<file path="config.mk">
export PLATFORM = sky130hd
export DESIGN_NAME = morse_button_decoder
export DESIGN_NICKNAME = d
export VERILOG_FILES = /design/src/hdl/mbd_pkg.sv /design/src/hdl/morse_button_decoder.sv
export SDC_FILE = /design/constraint.sdc
export NUM_CORES = 1
export LEC_CHECK = 0
export BUFFER_PORTS_ARGS = -buffer_cell sky130_fd_sc_hd__buf_2
export CORE_UTILIZATION = 60
export DETAILED_ROUTE_END_ITERATION = 16
export GPL_TIMING_DRIVEN = 0
export PLACE_DENSITY = 0.78
export SYNTH_ARGS = -nofsm -noshare
export SYNTH_HDL_FRONTEND = slang
export SYNTH_SLANG_ARGS = --single-unit
</file>
<file path="constraint.sdc">
create_clock -name clk -period 9.51 [get_ports clk]
set_input_delay 1.902 -clock clk [delete_from_list [all_inputs] [get_ports clk]]
set_output_delay 1.902 -clock clk [all_outputs]
set_load 0.01 [all_outputs]
</file>
<file path="src/hdl/mbd_pkg.sv">
// shared types, constants and the code table for the morse button decoder
package mbd_pkg;

  localparam int UNIT_W      = 16;
  localparam int DEB_W       = 4;
  localparam int CFG_ADDR_W  = 1;
  localparam int CFG_DATA_W  = 16;
  localparam int CHAR_W      = 7;
  localparam int CODE_LEN_W  = 3;
  localparam int MAX_CODE_LEN = 5;
  localparam int NUM_CODES   = 36;
  localparam int NUM_LETTERS = 26;
  // widest threshold is seven units
  localparam int THR_W       = UNIT_W + 3;

  localparam logic [CFG_ADDR_W-1:0] REG_UNIT_TICKS       = 1'b0;
  localparam logic [CFG_ADDR_W-1:0] REG_DEBOUNCE_SAMPLES = 1'b1;

  localparam logic [UNIT_W-1:0] UNIT_TICKS_RESET       = 16'd100;
  localparam logic [DEB_W-1:0]  DEBOUNCE_SAMPLES_RESET = 4'd5;

  localparam logic [CHAR_W-1:0] CHAR_UNKNOWN = 7'h3F; // '?'
  localparam logic [CHAR_W-1:0] CHAR_SPACE   = 7'h20; // ' '
  localparam logic [CHAR_W-1:0] CHAR_A       = 7'h41;
  localparam logic [CHAR_W-1:0] CHAR_ZERO    = 7'h30;

  typedef struct packed {
    logic [CODE_LEN_W-1:0]   len;
    logic [MAX_CODE_LEN-1:0] pat;  // bit i set: symbol i is a dash
  } code_t;

  localparam code_t CODE_TABLE [NUM_CODES] = '{
    '{3'd2, 5'd2},  '{3'd4, 5'd1},  '{3'd4, 5'd5},  '{3'd3, 5'd1},
    '{3'd1, 5'd0},  '{3'd4, 5'd4},  '{3'd3, 5'd3},  '{3'd4, 5'd0},
    '{3'd2, 5'd0},  '{3'd4, 5'd14}, '{3'd3, 5'd5},  '{3'd4, 5'd2},
    '{3'd2, 5'd3},  '{3'd2, 5'd1},  '{3'd3, 5'd7},  '{3'd4, 5'd6},
    '{3'd4, 5'd11}, '{3'd3, 5'd2},  '{3'd3, 5'd0},  '{3'd1, 5'd1},
    '{3'd3, 5'd4},  '{3'd4, 5'd8},  '{3'd3, 5'd6},  '{3'd4, 5'd9},
    '{3'd4, 5'd13}, '{3'd4, 5'd3},
    '{3'd5, 5'd31}, '{3'd5, 5'd30}, '{3'd5, 5'd28}, '{3'd5, 5'd24},
    '{3'd5, 5'd16}, '{3'd5, 5'd0},  '{3'd5, 5'd1},  '{3'd5, 5'd3},
    '{3'd5, 5'd7},  '{3'd5, 5'd15}
  };

  // a length of zero never matches, so callers pass zero for codes that are too long
  function automatic logic [CHAR_W-1:0] decode_code(
    input logic [MAX_CODE_LEN-1:0] pat,
    input logic [CODE_LEN_W-1:0]   len
  );
    logic [CHAR_W-1:0] ch;
    ch = CHAR_UNKNOWN;
    for (int i = 0; i < NUM_CODES; i++) begin
      if (CODE_TABLE[i].len == len && CODE_TABLE[i].pat == pat) begin
        if (i < NUM_LETTERS) begin
          ch = CHAR_A + CHAR_W'(i);
        end else begin
          ch = CHAR_ZERO + CHAR_W'(i - NUM_LETTERS);
        end
      end
    end
    return ch;
  endfunction

endpackage

</file>
<file path="src/hdl/morse_button_decoder.sv">
// morse key decoder: debounce, press timing, symbol collection and character output
// One key sample is taken per clock and the block sustains one beat per cycle while the
// output queue is not full. A sample passes an input register, then a single pass of
// debounce, timer and decode logic updates the state and may push one character into a
// two-entry output queue, from which it is presented on the output. The input side stalls
// only while the output queue is full. Timers are TIMER_BITS wide and saturate; at most
// MAX_SYMBOLS symbols are kept per character. Thresholds are 2, 3 and 7 times unit_ticks.
module morse_button_decoder #(
  parameter int MAX_SYMBOLS = 9,
  parameter int TIMER_BITS  = 20
) (
  input  logic                               clk,
  input  logic                               rst,
  input  logic                               s_axis_tvalid,
  output logic                               s_axis_tready,
  input  logic [7:0]                         s_axis_tdata,  // [0] key_level, [7:1] zero
  output logic                               m_axis_tvalid,
  input  logic                               m_axis_tready,
  output logic [7:0]                         m_axis_tdata,  // [6:0] out_char, [7] zero
  input  logic                               cfg_we,
  input  logic [mbd_pkg::CFG_ADDR_W-1:0]     cfg_addr,
  input  logic [mbd_pkg::CFG_DATA_W-1:0]     cfg_wdata
);

  localparam int CNT_W = $clog2(MAX_SYMBOLS + 1);
  localparam int CMP_W = (TIMER_BITS > mbd_pkg::THR_W) ? TIMER_BITS : mbd_pkg::THR_W;

  // configuration
  logic [mbd_pkg::UNIT_W-1:0] unit_ticks;
  logic [mbd_pkg::DEB_W-1:0]  debounce_samples;

  always_ff @(posedge clk) begin
    if (rst) begin
      unit_ticks       <= mbd_pkg::UNIT_TICKS_RESET;
      debounce_samples <= mbd_pkg::DEBOUNCE_SAMPLES_RESET;
    end else if (cfg_we) begin
      case (cfg_addr)
        mbd_pkg::REG_UNIT_TICKS:       unit_ticks       <= cfg_wdata;
        mbd_pkg::REG_DEBOUNCE_SAMPLES: debounce_samples <= cfg_wdata[mbd_pkg::DEB_W-1:0];
        default: ;
      endcase
    end
  end

  // input register
  logic in_valid;
  logic in_sample;
  logic proc;
  logic [1:0] q_count;

  assign proc          = in_valid && (q_count != 2'd2);
  assign s_axis_tready = !in_valid || proc;

  always_ff @(posedge clk) begin
    if (rst) begin
      in_valid <= 1'b0;
    end else if (s_axis_tready) begin
      in_valid <= s_axis_tvalid;
    end
  end

  always_ff @(posedge clk) begin
    if (s_axis_tready && s_axis_tvalid) begin
      in_sample <= s_axis_tdata[0];
    end
  end

  // decoder state
  logic                  last_level, last_level_next;
  logic [3:0]            same_count, same_count_next;
  logic                  stable_level, stable_level_next;
  logic [TIMER_BITS-1:0] press_timer, press_timer_next;
  logic [TIMER_BITS-1:0] release_timer, release_timer_next;
  logic                  started_flag, started_flag_next;
  logic                  letter_emitted, letter_emitted_next;
  logic                  space_emitted, space_emitted_next;
  logic [MAX_SYMBOLS-1:0] symbol_bits, symbol_bits_next;
  logic [CNT_W-1:0]      symbol_count, symbol_count_next;

  logic                         emit;
  logic [mbd_pkg::CHAR_W-1:0]   emit_char;
  logic [CMP_W-1:0]             thr_dash, thr_letter, thr_space;
  logic [CMP_W-1:0]             unit_ext;
  logic [TIMER_BITS-1:0]        press_inc;
  logic [mbd_pkg::CODE_LEN_W-1:0] code_len;

  assign unit_ext   = CMP_W'(unit_ticks);
  assign thr_dash   = unit_ext << 1;
  assign thr_letter = (unit_ext << 1) + unit_ext;
  assign thr_space  = (unit_ext << 3) - unit_ext;

  always_comb begin
    last_level_next     = last_level;
    same_count_next     = same_count;
    stable_level_next   = stable_level;
    press_timer_next    = press_timer;
    release_timer_next  = release_timer;
    started_flag_next   = started_flag;
    letter_emitted_next = letter_emitted;
    space_emitted_next  = space_emitted;
    symbol_bits_next    = symbol_bits;
    symbol_count_next   = symbol_count;
    emit                = 1'b0;
    emit_char           = mbd_pkg::CHAR_SPACE;
    code_len            = '0;

    // saturating timer of the current stable level
    press_inc = (press_timer == '1) ? press_timer : press_timer + 1'b1;
    if (!stable_level) begin
      press_timer_next = press_inc;
    end else if (release_timer != '1) begin
      release_timer_next = release_timer + 1'b1;
    end

    // debounce
    if (in_sample == last_level) begin
      if (same_count != 4'hF) begin
        same_count_next = same_count + 1'b1;
      end
    end else begin
      last_level_next = in_sample;
      same_count_next = 4'd1;
    end

    if (same_count_next >= debounce_samples && stable_level != last_level_next) begin
      stable_level_next = last_level_next;
      if (!last_level_next) begin
        press_timer_next    = '0;
        letter_emitted_next = 1'b0;
        space_emitted_next  = 1'b0;
      end else begin
        if (symbol_count < CNT_W'(MAX_SYMBOLS) &&
            (CMP_W'(press_timer_next) >= thr_dash || press_timer_next != '0)) begin
          if (CMP_W'(press_timer_next) >= thr_dash) begin
            symbol_bits_next = symbol_bits | (MAX_SYMBOLS'(1) << symbol_count);
          end
          symbol_count_next = symbol_count + 1'b1;
        end
        release_timer_next = '0;
        started_flag_next  = 1'b1;
      end
    end

    // gap check
    if (started_flag_next && stable_level_next) begin
      if (!letter_emitted_next) begin
        if (CMP_W'(release_timer_next) >= thr_letter && symbol_count_next != '0) begin
          // codes longer than the table keep a length of zero
          if (symbol_count_next <= CNT_W'(mbd_pkg::MAX_CODE_LEN)) begin
            code_len = symbol_count_next[mbd_pkg::CODE_LEN_W-1:0];
          end
          emit                = 1'b1;
          emit_char           = mbd_pkg::decode_code(
                                  symbol_bits_next[mbd_pkg::MAX_CODE_LEN-1:0], code_len);
          symbol_bits_next    = '0;
          symbol_count_next   = '0;
          letter_emitted_next = 1'b1;
        end
      end else if (!space_emitted_next && CMP_W'(release_timer_next) >= thr_space) begin
        emit               = 1'b1;
        emit_char          = mbd_pkg::CHAR_SPACE;
        space_emitted_next = 1'b1;
      end
    end
  end

  always_ff @(posedge clk) begin
    if (rst) begin
      last_level     <= 1'b1;
      same_count     <= 4'd1;
      stable_level   <= 1'b1;
      press_timer    <= '0;
      release_timer  <= '0;
      started_flag   <= 1'b0;
      letter_emitted <= 1'b0;
      space_emitted  <= 1'b0;
      symbol_bits    <= '0;
      symbol_count   <= '0;
    end else if (proc) begin
      last_level     <= last_level_next;
      same_count     <= same_count_next;
      stable_level   <= stable_level_next;
      press_timer    <= press_timer_next;
      release_timer  <= release_timer_next;
      started_flag   <= started_flag_next;
      letter_emitted <= letter_emitted_next;
      space_emitted  <= space_emitted_next;
      symbol_bits    <= symbol_bits_next;
      symbol_count   <= symbol_count_next;
    end
  end

  // two-entry output queue
  logic [mbd_pkg::CHAR_W-1:0] q_data [2];
  logic q_wr_ptr;
  logic q_rd_ptr;
  logic push;
  logic pop;

  assign push = proc && emit;
  assign pop  = m_axis_tvalid && m_axis_tready;

  always_ff @(posedge clk) begin
    if (rst) begin
      q_count  <= 2'd0;
      q_wr_ptr <= 1'b0;
      q_rd_ptr <= 1'b0;
    end else begin
      if (push) begin
        q_wr_ptr <= ~q_wr_ptr;
      end
      if (pop) begin
        q_rd_ptr <= ~q_rd_ptr;
      end
      case ({push, pop})
        2'b10:   q_count <= q_count + 2'd1;
        2'b01:   q_count <= q_count - 2'd1;
        default: q_count <= q_count;
      endcase
    end
  end

  always_ff @(posedge clk) begin
    if (push) begin
      q_data[q_wr_ptr] <= emit_char;
    end
  end

  assign m_axis_tvalid = (q_count != 2'd0);
  assign m_axis_tdata  = {1'b0, q_data[q_rd_ptr]};

endmodule
</file>
# Word level (Yosys, flattened, before mapping)
# Memory sizes are Yosys's and may differ from the RTL's. A register that Yosys moved wholly into a read port is not among the register bits.
# Cells that the tools add are included.
# totals
ff_bits	88
mem_bits_rw	14
output_inout_bits	10
mem_count	1
# op_classes
add_sub_neg	8
magnitude_cmp	6
eq_ne	31
n_shift	1
mux	88
bitwise	4
reduce_logical	56
# memory_table
memory	words	width	read_ports	rd_ports_with_merged_regs	wr	line_no	text
q_data	2	7	1	1	1	morse_button_decoder.sv:194	logic [mbd_pkg::CHAR_W-1:0] q_data [2];
# op_table
operator	count
2-to-1 mux 7 bit	39
2-to-1 mux 20 bit	8
2-to-1 mux 9 bit	7
logical AND 1 bit	45
adder 20 x 1 -> 20 bit (second input constant)	2
2-to-1 mux 4 bit	8
equality test 4 x 5 -> 1 bit (first input constant)	6
equality test 5 bit (first input constant)	5
2-to-1 mux 1 bit	21
equality test 20 bit (second input constant)	1
equality test 3 x 5 -> 1 bit (first input constant)	4
greater-or-equal comparator 20 x 17 -> 1 bit	1
greater-or-equal comparator 20 x 18 -> 1 bit	1
greater-or-equal comparator 20 bit	1
!= test 20 bit (second input constant)	1
nonzero test 20 bit	1
subtractor 19 x 16 -> 20 bit	1
adder 17 x 16 -> 18 bit	1
2-to-1 mux 3 bit	4
equality test 2 x 5 -> 1 bit (first input constant)	2
OR 9 bit	1
left shift 1 x 4 -> 9 bit (first input constant)	1
adder 4 x 1 -> 4 bit (second input constant)	2
equality test 2 x 3 -> 1 bit (first input constant)	2
22 further kinds	29

# Depth between registers and ports, before layout
# depth
ltp_word	55
ltp_mapped	28
mapped_depth_nobuf	28

# Worst setup path after synthesis
# OpenSTA, ideal clock, no wires.
# synth_timing
path_kind	register to register
start	register same_count[0]
end	register q_count[1]
setup_time_ps	70
arrival_time_ps	5492
required_ps	9440
slack_ps	3947
path_stages_with_launch	27
synth_period_minus_slack_ps	5563
path_cell_list	dfxtp_1 -> ha_1 -> nand3_1 -> xnor2_1 -> and2_1 -> ha_1 -> nand2b_1 -> a21o_1 -> a21o_1 -> a21oi_1 -> nor3_1 -> clkbuf_1 -> clkbuf_1 -> nor2_1 -> ha_1 -> a21o_1 -> a21o_1 -> a21o_1 -> a21o_1 -> a2111oi_0 -> or4_1 -> a21oi_1 -> o21ai_0 -> or2_2 -> ha_1 -> or3_1 -> a21oi_1
# synth_between
elab_chain_cells	14
elab_cells_between_ends	28
# synth_lines
element	line_no	text
from (decl)	morse_button_decoder.sv:70	logic [3:0] same_count, same_count_next;
from (signal assigned)	morse_button_decoder.sv:181	same_count <= same_count_next;
adder 4 x 1 -> 4 bit or != test 4 bit (tied branches)	morse_button_decoder.sv:118, morse_button_decoder.sv:117	
2-to-1 mux 4 bit *	morse_button_decoder.sv:117	if (same_count != 4'hF) begin
2-to-1 mux 4 bit *	morse_button_decoder.sv:116	if (in_sample == last_level) begin
greater-or-equal comparator 4 bit *	morse_button_decoder.sv:125	if (same_count_next >= debounce_samples && stable_level != last_level_next) begin
logical AND 1 bit *	morse_button_decoder.sv:125	
2-to-1 mux 20 bit *	morse_button_decoder.sv:125	
named net release_timer_next[1]	morse_button_decoder.sv:73	logic [TIMER_BITS-1:0] release_timer, release_timer_next;
greater-or-equal comparator 20 x 18 -> 1 bit or greater-or-equal comparator 20 bit (tied branches)	morse_button_decoder.sv:147, morse_button_decoder.sv:159	
logical AND 1 bit, on equally long branches	morse_button_decoder.sv:147, morse_button_decoder.sv:159	
2-to-1 mux 1 bit, on equally long branches	morse_button_decoder.sv:147, morse_button_decoder.sv:159	
2-to-1 mux 1 bit *	morse_button_decoder.sv:146	if (!letter_emitted_next) begin
2-to-1 mux 1 bit *	morse_button_decoder.sv:145	if (started_flag_next && stable_level_next) begin
logical AND 1 bit *	morse_button_decoder.sv:200	assign push = proc && emit;
equality test 2 x 1 -> 1 bit or equality test 2 bit (tied branches)	morse_button_decoder.sv:215	case ({push, pop})
case mux 2 bit (2 select lines) or nonzero test 2 bit (tied branches)	--	
to (signal assigned)	morse_button_decoder.sv:216	2'b10: q_count <= q_count + 2'd1;
to (signal assigned)	morse_button_decoder.sv:217	2'b01: q_count <= q_count - 2'd1;
to (signal assigned)	morse_button_decoder.sv:218	default: q_count <= q_count;
to (decl)	morse_button_decoder.sv:49	logic [1:0] q_count;
# The timed path passes the listed nets; every way through them passes the cells marked *.
# A chain may end at the register's enable or synchronous reset.

# Final worst setup path
# layout_timing
start	register in_sample
end	memory q_data[0][1] (netlist name) (data pin)
# layout_between
elab_cells_between_ends	125
# layout_lines
element	line_no	text
from (decl)	morse_button_decoder.sv:47	logic in_sample;
from (signal assigned)	morse_button_decoder.sv:64	in_sample <= s_axis_tdata[0];
equality test 1 bit	morse_button_decoder.sv:116	
2-to-1 mux 4 bit or 2-to-1 mux 1 bit (tied branches)	morse_button_decoder.sv:116	
greater-or-equal comparator 4 bit or != test 1 bit (tied branches)	morse_button_decoder.sv:125	
logical AND 1 bit	morse_button_decoder.sv:125	
2-to-1 mux 20 bit *	morse_button_decoder.sv:125	
named net release_timer_next[1]	morse_button_decoder.sv:73	
greater-or-equal comparator 20 x 18 -> 1 bit *	morse_button_decoder.sv:147	if (CMP_W'(release_timer_next) >= thr_letter && symbol_count_next != '0) begin
logical AND 1 bit *	morse_button_decoder.sv:147	
2-to-1 mux 7 bit *	morse_button_decoder.sv:147	
2-to-1 mux 7 bit *	morse_button_decoder.sv:146	
2-to-1 mux 7 bit *	morse_button_decoder.sv:145	
named net emit_char (one bit)	morse_button_decoder.sv:81	logic [mbd_pkg::CHAR_W-1:0] emit_char;
to (decl)	morse_button_decoder.sv:194	
# The timed path passes the listed nets; every way through them passes the cells marked *. The select of a mux whose other input is x is not followed.

==> impl_metrics.csv <==
group,metric,value,unit
place,gp_congestion,0.9246,
critical_path,path_delay_family,"simple AND/OR/NAND/NOR gates",
place,place_ws,2.750,ns
grt,antenna_found_initial,0,
critical_path,crit_arrival,7.07,ns
floorplan,core_area,0.01393,mm^2
drt,drtIter0Drc,760,
critical_path,worstReg2RegStart,"in_sample",
critical_path,crit_chain,"ha_1 -> and2_1 -> ha_1 -> nand2b_1 -> a21o_1 -> a21o_1 -> a21oi_1 -> nor3_1 -> clkbuf_1 -> clkbuf_1 -> nor2_1 -> ha_1 -> a21o_1 -> a21oi_1 -> o21ai_0 -> a311o_1 -> a31oi_1 -> o21ai_0 -> nor3_1 -> nor4_1 -> nand4b_1 -> a2111oi_1",
clocking,cts_setup_buffers,0,
place,port_buffers,30,
sta,relSlewSlack,0.1356,
power_and_ir_drop,cellPowerDensity,108.1,mW/mm^2
grt,overflow,0,
sta,fin_ws,2.540,ns
power_and_ir_drop,p_leak,0.003860,uW
critical_path,worstPathRequired,9.61,ns
run_status,status,"finished, final reports clean",
logic_synthesis,yosys_warnings,0,
logic_synthesis,async_flop_share,0,
min_path,hold_path_depth,2,
drt,wl,22.65,mm
floorplan,die_w,122.0,um
logic_synthesis,avgSynthCellArea,7.773,um^2
drt,route.vias.total,8289,
cells_and_area,fin_area,0.009316,mm^2
grt,gr-usage-all-layers,0.3137,
cells_and_area,fill_cells,1214,
clocking,h-tree-depth,3,
clocking,clk_latency,0.36,ns
min_path,min_delay_worst_endpoint,"debounce_samples[3]",
logic_synthesis,synth_cells,1111,
sta,min_period_over_period,0.7330,
sta,setup_tns,0,ns
cells_and_area,area_delta_synth_final,7.882,%
sta,hold_viol,0,
sta,skew,0.01086,ns
sta,fmax,143.5,MHz
grt,grt_max_degree,19,
power_and_ir_drop,power,1007,uW
floorplan,rows,43,
drt,drtPass1Iterations,5,
cells_and_area,most-common-layout-cells,"nand2_1 (153), a21oi_1 (108), ha_1 (101)",
clocking,cts.repair.resized,0,
critical_path,rr_endpoint,"q_data[0][1]",
drt,ant_nets,0,
sta,period_needed,6.970,ns
logic_synthesis,yosysSeqAreaShare,0.2469,
floorplan,dieArea,0.01488,mm^2
critical_path,reg2reg_slack,2.54,ns
critical_path,path_buf_inv,2,
logic_synthesis,synth_edf_count,15,
run,maxCapViolations,0,
critical_path,reg2reg_depth,22,
cells_and_area,final_common_cell,"nand2_1",
critical_path,max_stage_delay,0.87,ns
logic_synthesis,ys_types,78,
sta,finalSetupViolations,0,
logic_synthesis,ys_seq_elements,99,
sta,finalMaxSlewViolations,0,
floorplan,pin_count,40,
drt,wl_per_cell,16.94,um
critical_path,cp-start-kind,"flip-flop",
min_path,hold_start,"debounce_samples[3]",
floorplan,die_h,122.0,um
cells_and_area,drive_gt1_frac,0.08470,
grt,grt_pass1_wl,36.67,mm
clocking,cts_buffers,9,
power_and_ir_drop,ir_drop,102.1,uV
cells_and_area,diodes,0,
clocking,hold_buffers,0,
clocking,cts_tree,"built",
min_path,hold_class,"flip-flop to flip-flop",
clocking,clkSinkCount,99,
sta,rsz0062_at_grt,"no",
floorplan,start_util,0.6197,
clocking,clk_pin_slew,0.07,ns
critical_path,critPathKind,"flip-flop to flip-flop",
critical_path,critPathCaptureType,"flip-flop",
logic_synthesis,synth.cell_area,0.008636,mm^2
clocking,clock_path_buffers,2,
drt,drc,0,
place,dpl_cell_area,0.009011,mm^2
logic_synthesis,yosys_most_used_dff,"dfxtp_1",
critical_path,cp_max_fo,10,
clocking,clockRootBuffer,"clkbuf_16",
critical_path,cp_slowest_cell,"nor3_1",
drt,avgViaCountPerCell,6.200,
grt,grt_pass1_vias,7471,
cells_and_area,nets,1284,
sta,tightest_slew,1.264,ns
logic_synthesis,syn-num-nets,1243,
place,dp_hpwl,17.66,mm
## layout make-up
type / instances / area (um^2) / share of cell area
Timing Repair Buffer: 30 / 150.1 / 0.01612
Clock buffer: 9 / 225.2 / 0.02417
Tap cell: 180 / 225.2 / 0.02417
Clock inverter: 7 / 80.08 / 0.008595
Multi-Input combinational cell: 903 / 6072 / 0.6518
Buffer: 54 / 225.2 / 0.02417
Sequential cell: 99 / 2132 / 0.2288
Inverter: 55 / 206.4 / 0.02216
## how the worst max path moves through the flow
stage	startpoint	endpoint	slack [ns]	cells past startpoint
2_1_floorplan	same_count[0]	q_count[1]	3.95	26
3_3_place_gp	in_sample	q_data[0][1]	2.67	22
3_5_place_dp	in_sample	q_count[1]	2.75	23
4_1_cts	in_sample	q_count[1]	2.71	23
5_1_grt	same_count[0]	q_count[1]	2.16	25
6_report	in_sample	q_data[0][1]	2.54	22
## registers in the layout, indices dropped and copies added, names as in the netlist, named ones only
signal,count
in_valid,1
press_timer,20
same_count,4
space_emitted,1
symbol_count,4
unit_ticks,16
debounce_samples,4
in_sample,1
last_level,1
letter_emitted,1
release_timer,20
symbol_bits,5
q_count,2
q_wr_ptr,1
stable_level,1
q_rd_ptr,1
q_data,14
started_flag,1
## synth_stat cells (6+ instances only)
library cell  instances  area [um^2]
nand2b_1              9        56.30
nand3b_1             10        75.07
a21boi_0              6        45.04
a21oi_1             108        540.5
xor2_1               27        236.5
o21bai_1              6        45.04
nand4_1              18        112.6
and2_1                7        43.79
nor3_1               28        140.1
buf_2                12        60.06
and3_1               12        75.07
or3_1                13        81.33
inv_1                54        202.7
nor2b_1              14        87.58
clkbuf_1             38        142.6
nor2_1               75        281.5
nor4_1               18        112.6
nand3_1              37        185.2
a21o_1               22        165.2
o21a_1                8        60.06
nand2_1             153        574.3
mux2i_1               9        90.09
o211ai_1             10        75.07
mux2_2               13        146.4
and4_1                7        61.31
a211oi_1             10        75.07
edfxtp_1             15        450.4
o21ai_0              42        210.2
xnor2_1              35        306.5
a31oi_1              13        81.33
ha_1                101         1264
or2_2                12        75.07
dfxtp_1              84         1682
## cell families after synthesis
| kind of cell | after synthesis | synth area share |
|---|---|---|
| mux | 22 | 0.02738 |
| xor+xnor | 62 | 0.06288 |
| buf+inv | 109 | 0.04999 |
| compound gates | 283 | 0.2127 |
| fa+ha+maj | 102 | 0.1487 |
| other cells | 1 | 0.0004342 |
| flops | 99 | 0.2469 |
| simple gates | 433 | 0.2511 |
## per-layer routing
layer / global-route usage / part of all wire / wire (um)
met3: 0.04541 / 0.063 / 1423
met1: 0.4332 / 0.47 / 10550
met4: 0.1258 / 0.026 / 593
met2: 0.4880 / 0.44 / 10080
met5: 0 / 0 / 0
## power by group
part           switching (uW)  total (uW)  internal, uW
clock                     176         384           208
combinational             110         184          74.0
sequential               9.23         439           430
total                     295        1010           712
## metrics by stage
step | utilization | std cells | hold WS, ns
after CTS | 0.6686 | 1337 | 0.4620
after floorplan | - | 1111 | 0.4363
after global placement | 0.6467 | 1321 | 0.4449
final | 0.6686 | 1337 | 0.4600
after global routing | 0.6686 | 1337 | 0.5047
after detailed placement | 0.6467 | 1321 | 0.4510
## worst register-to-register path, delay by kind of cell, from the launching register on
kind	cells	cell delay (ns)
buffers and inverters	2	0.85
adder cells (fa/ha/maj)	3	0.98
AO/OA/AOI/OAI	10	1.92
flip-flops	1	0.49
AND/OR/NAND/NOR	7	2.45
Power figures use the tool's default switching activity.
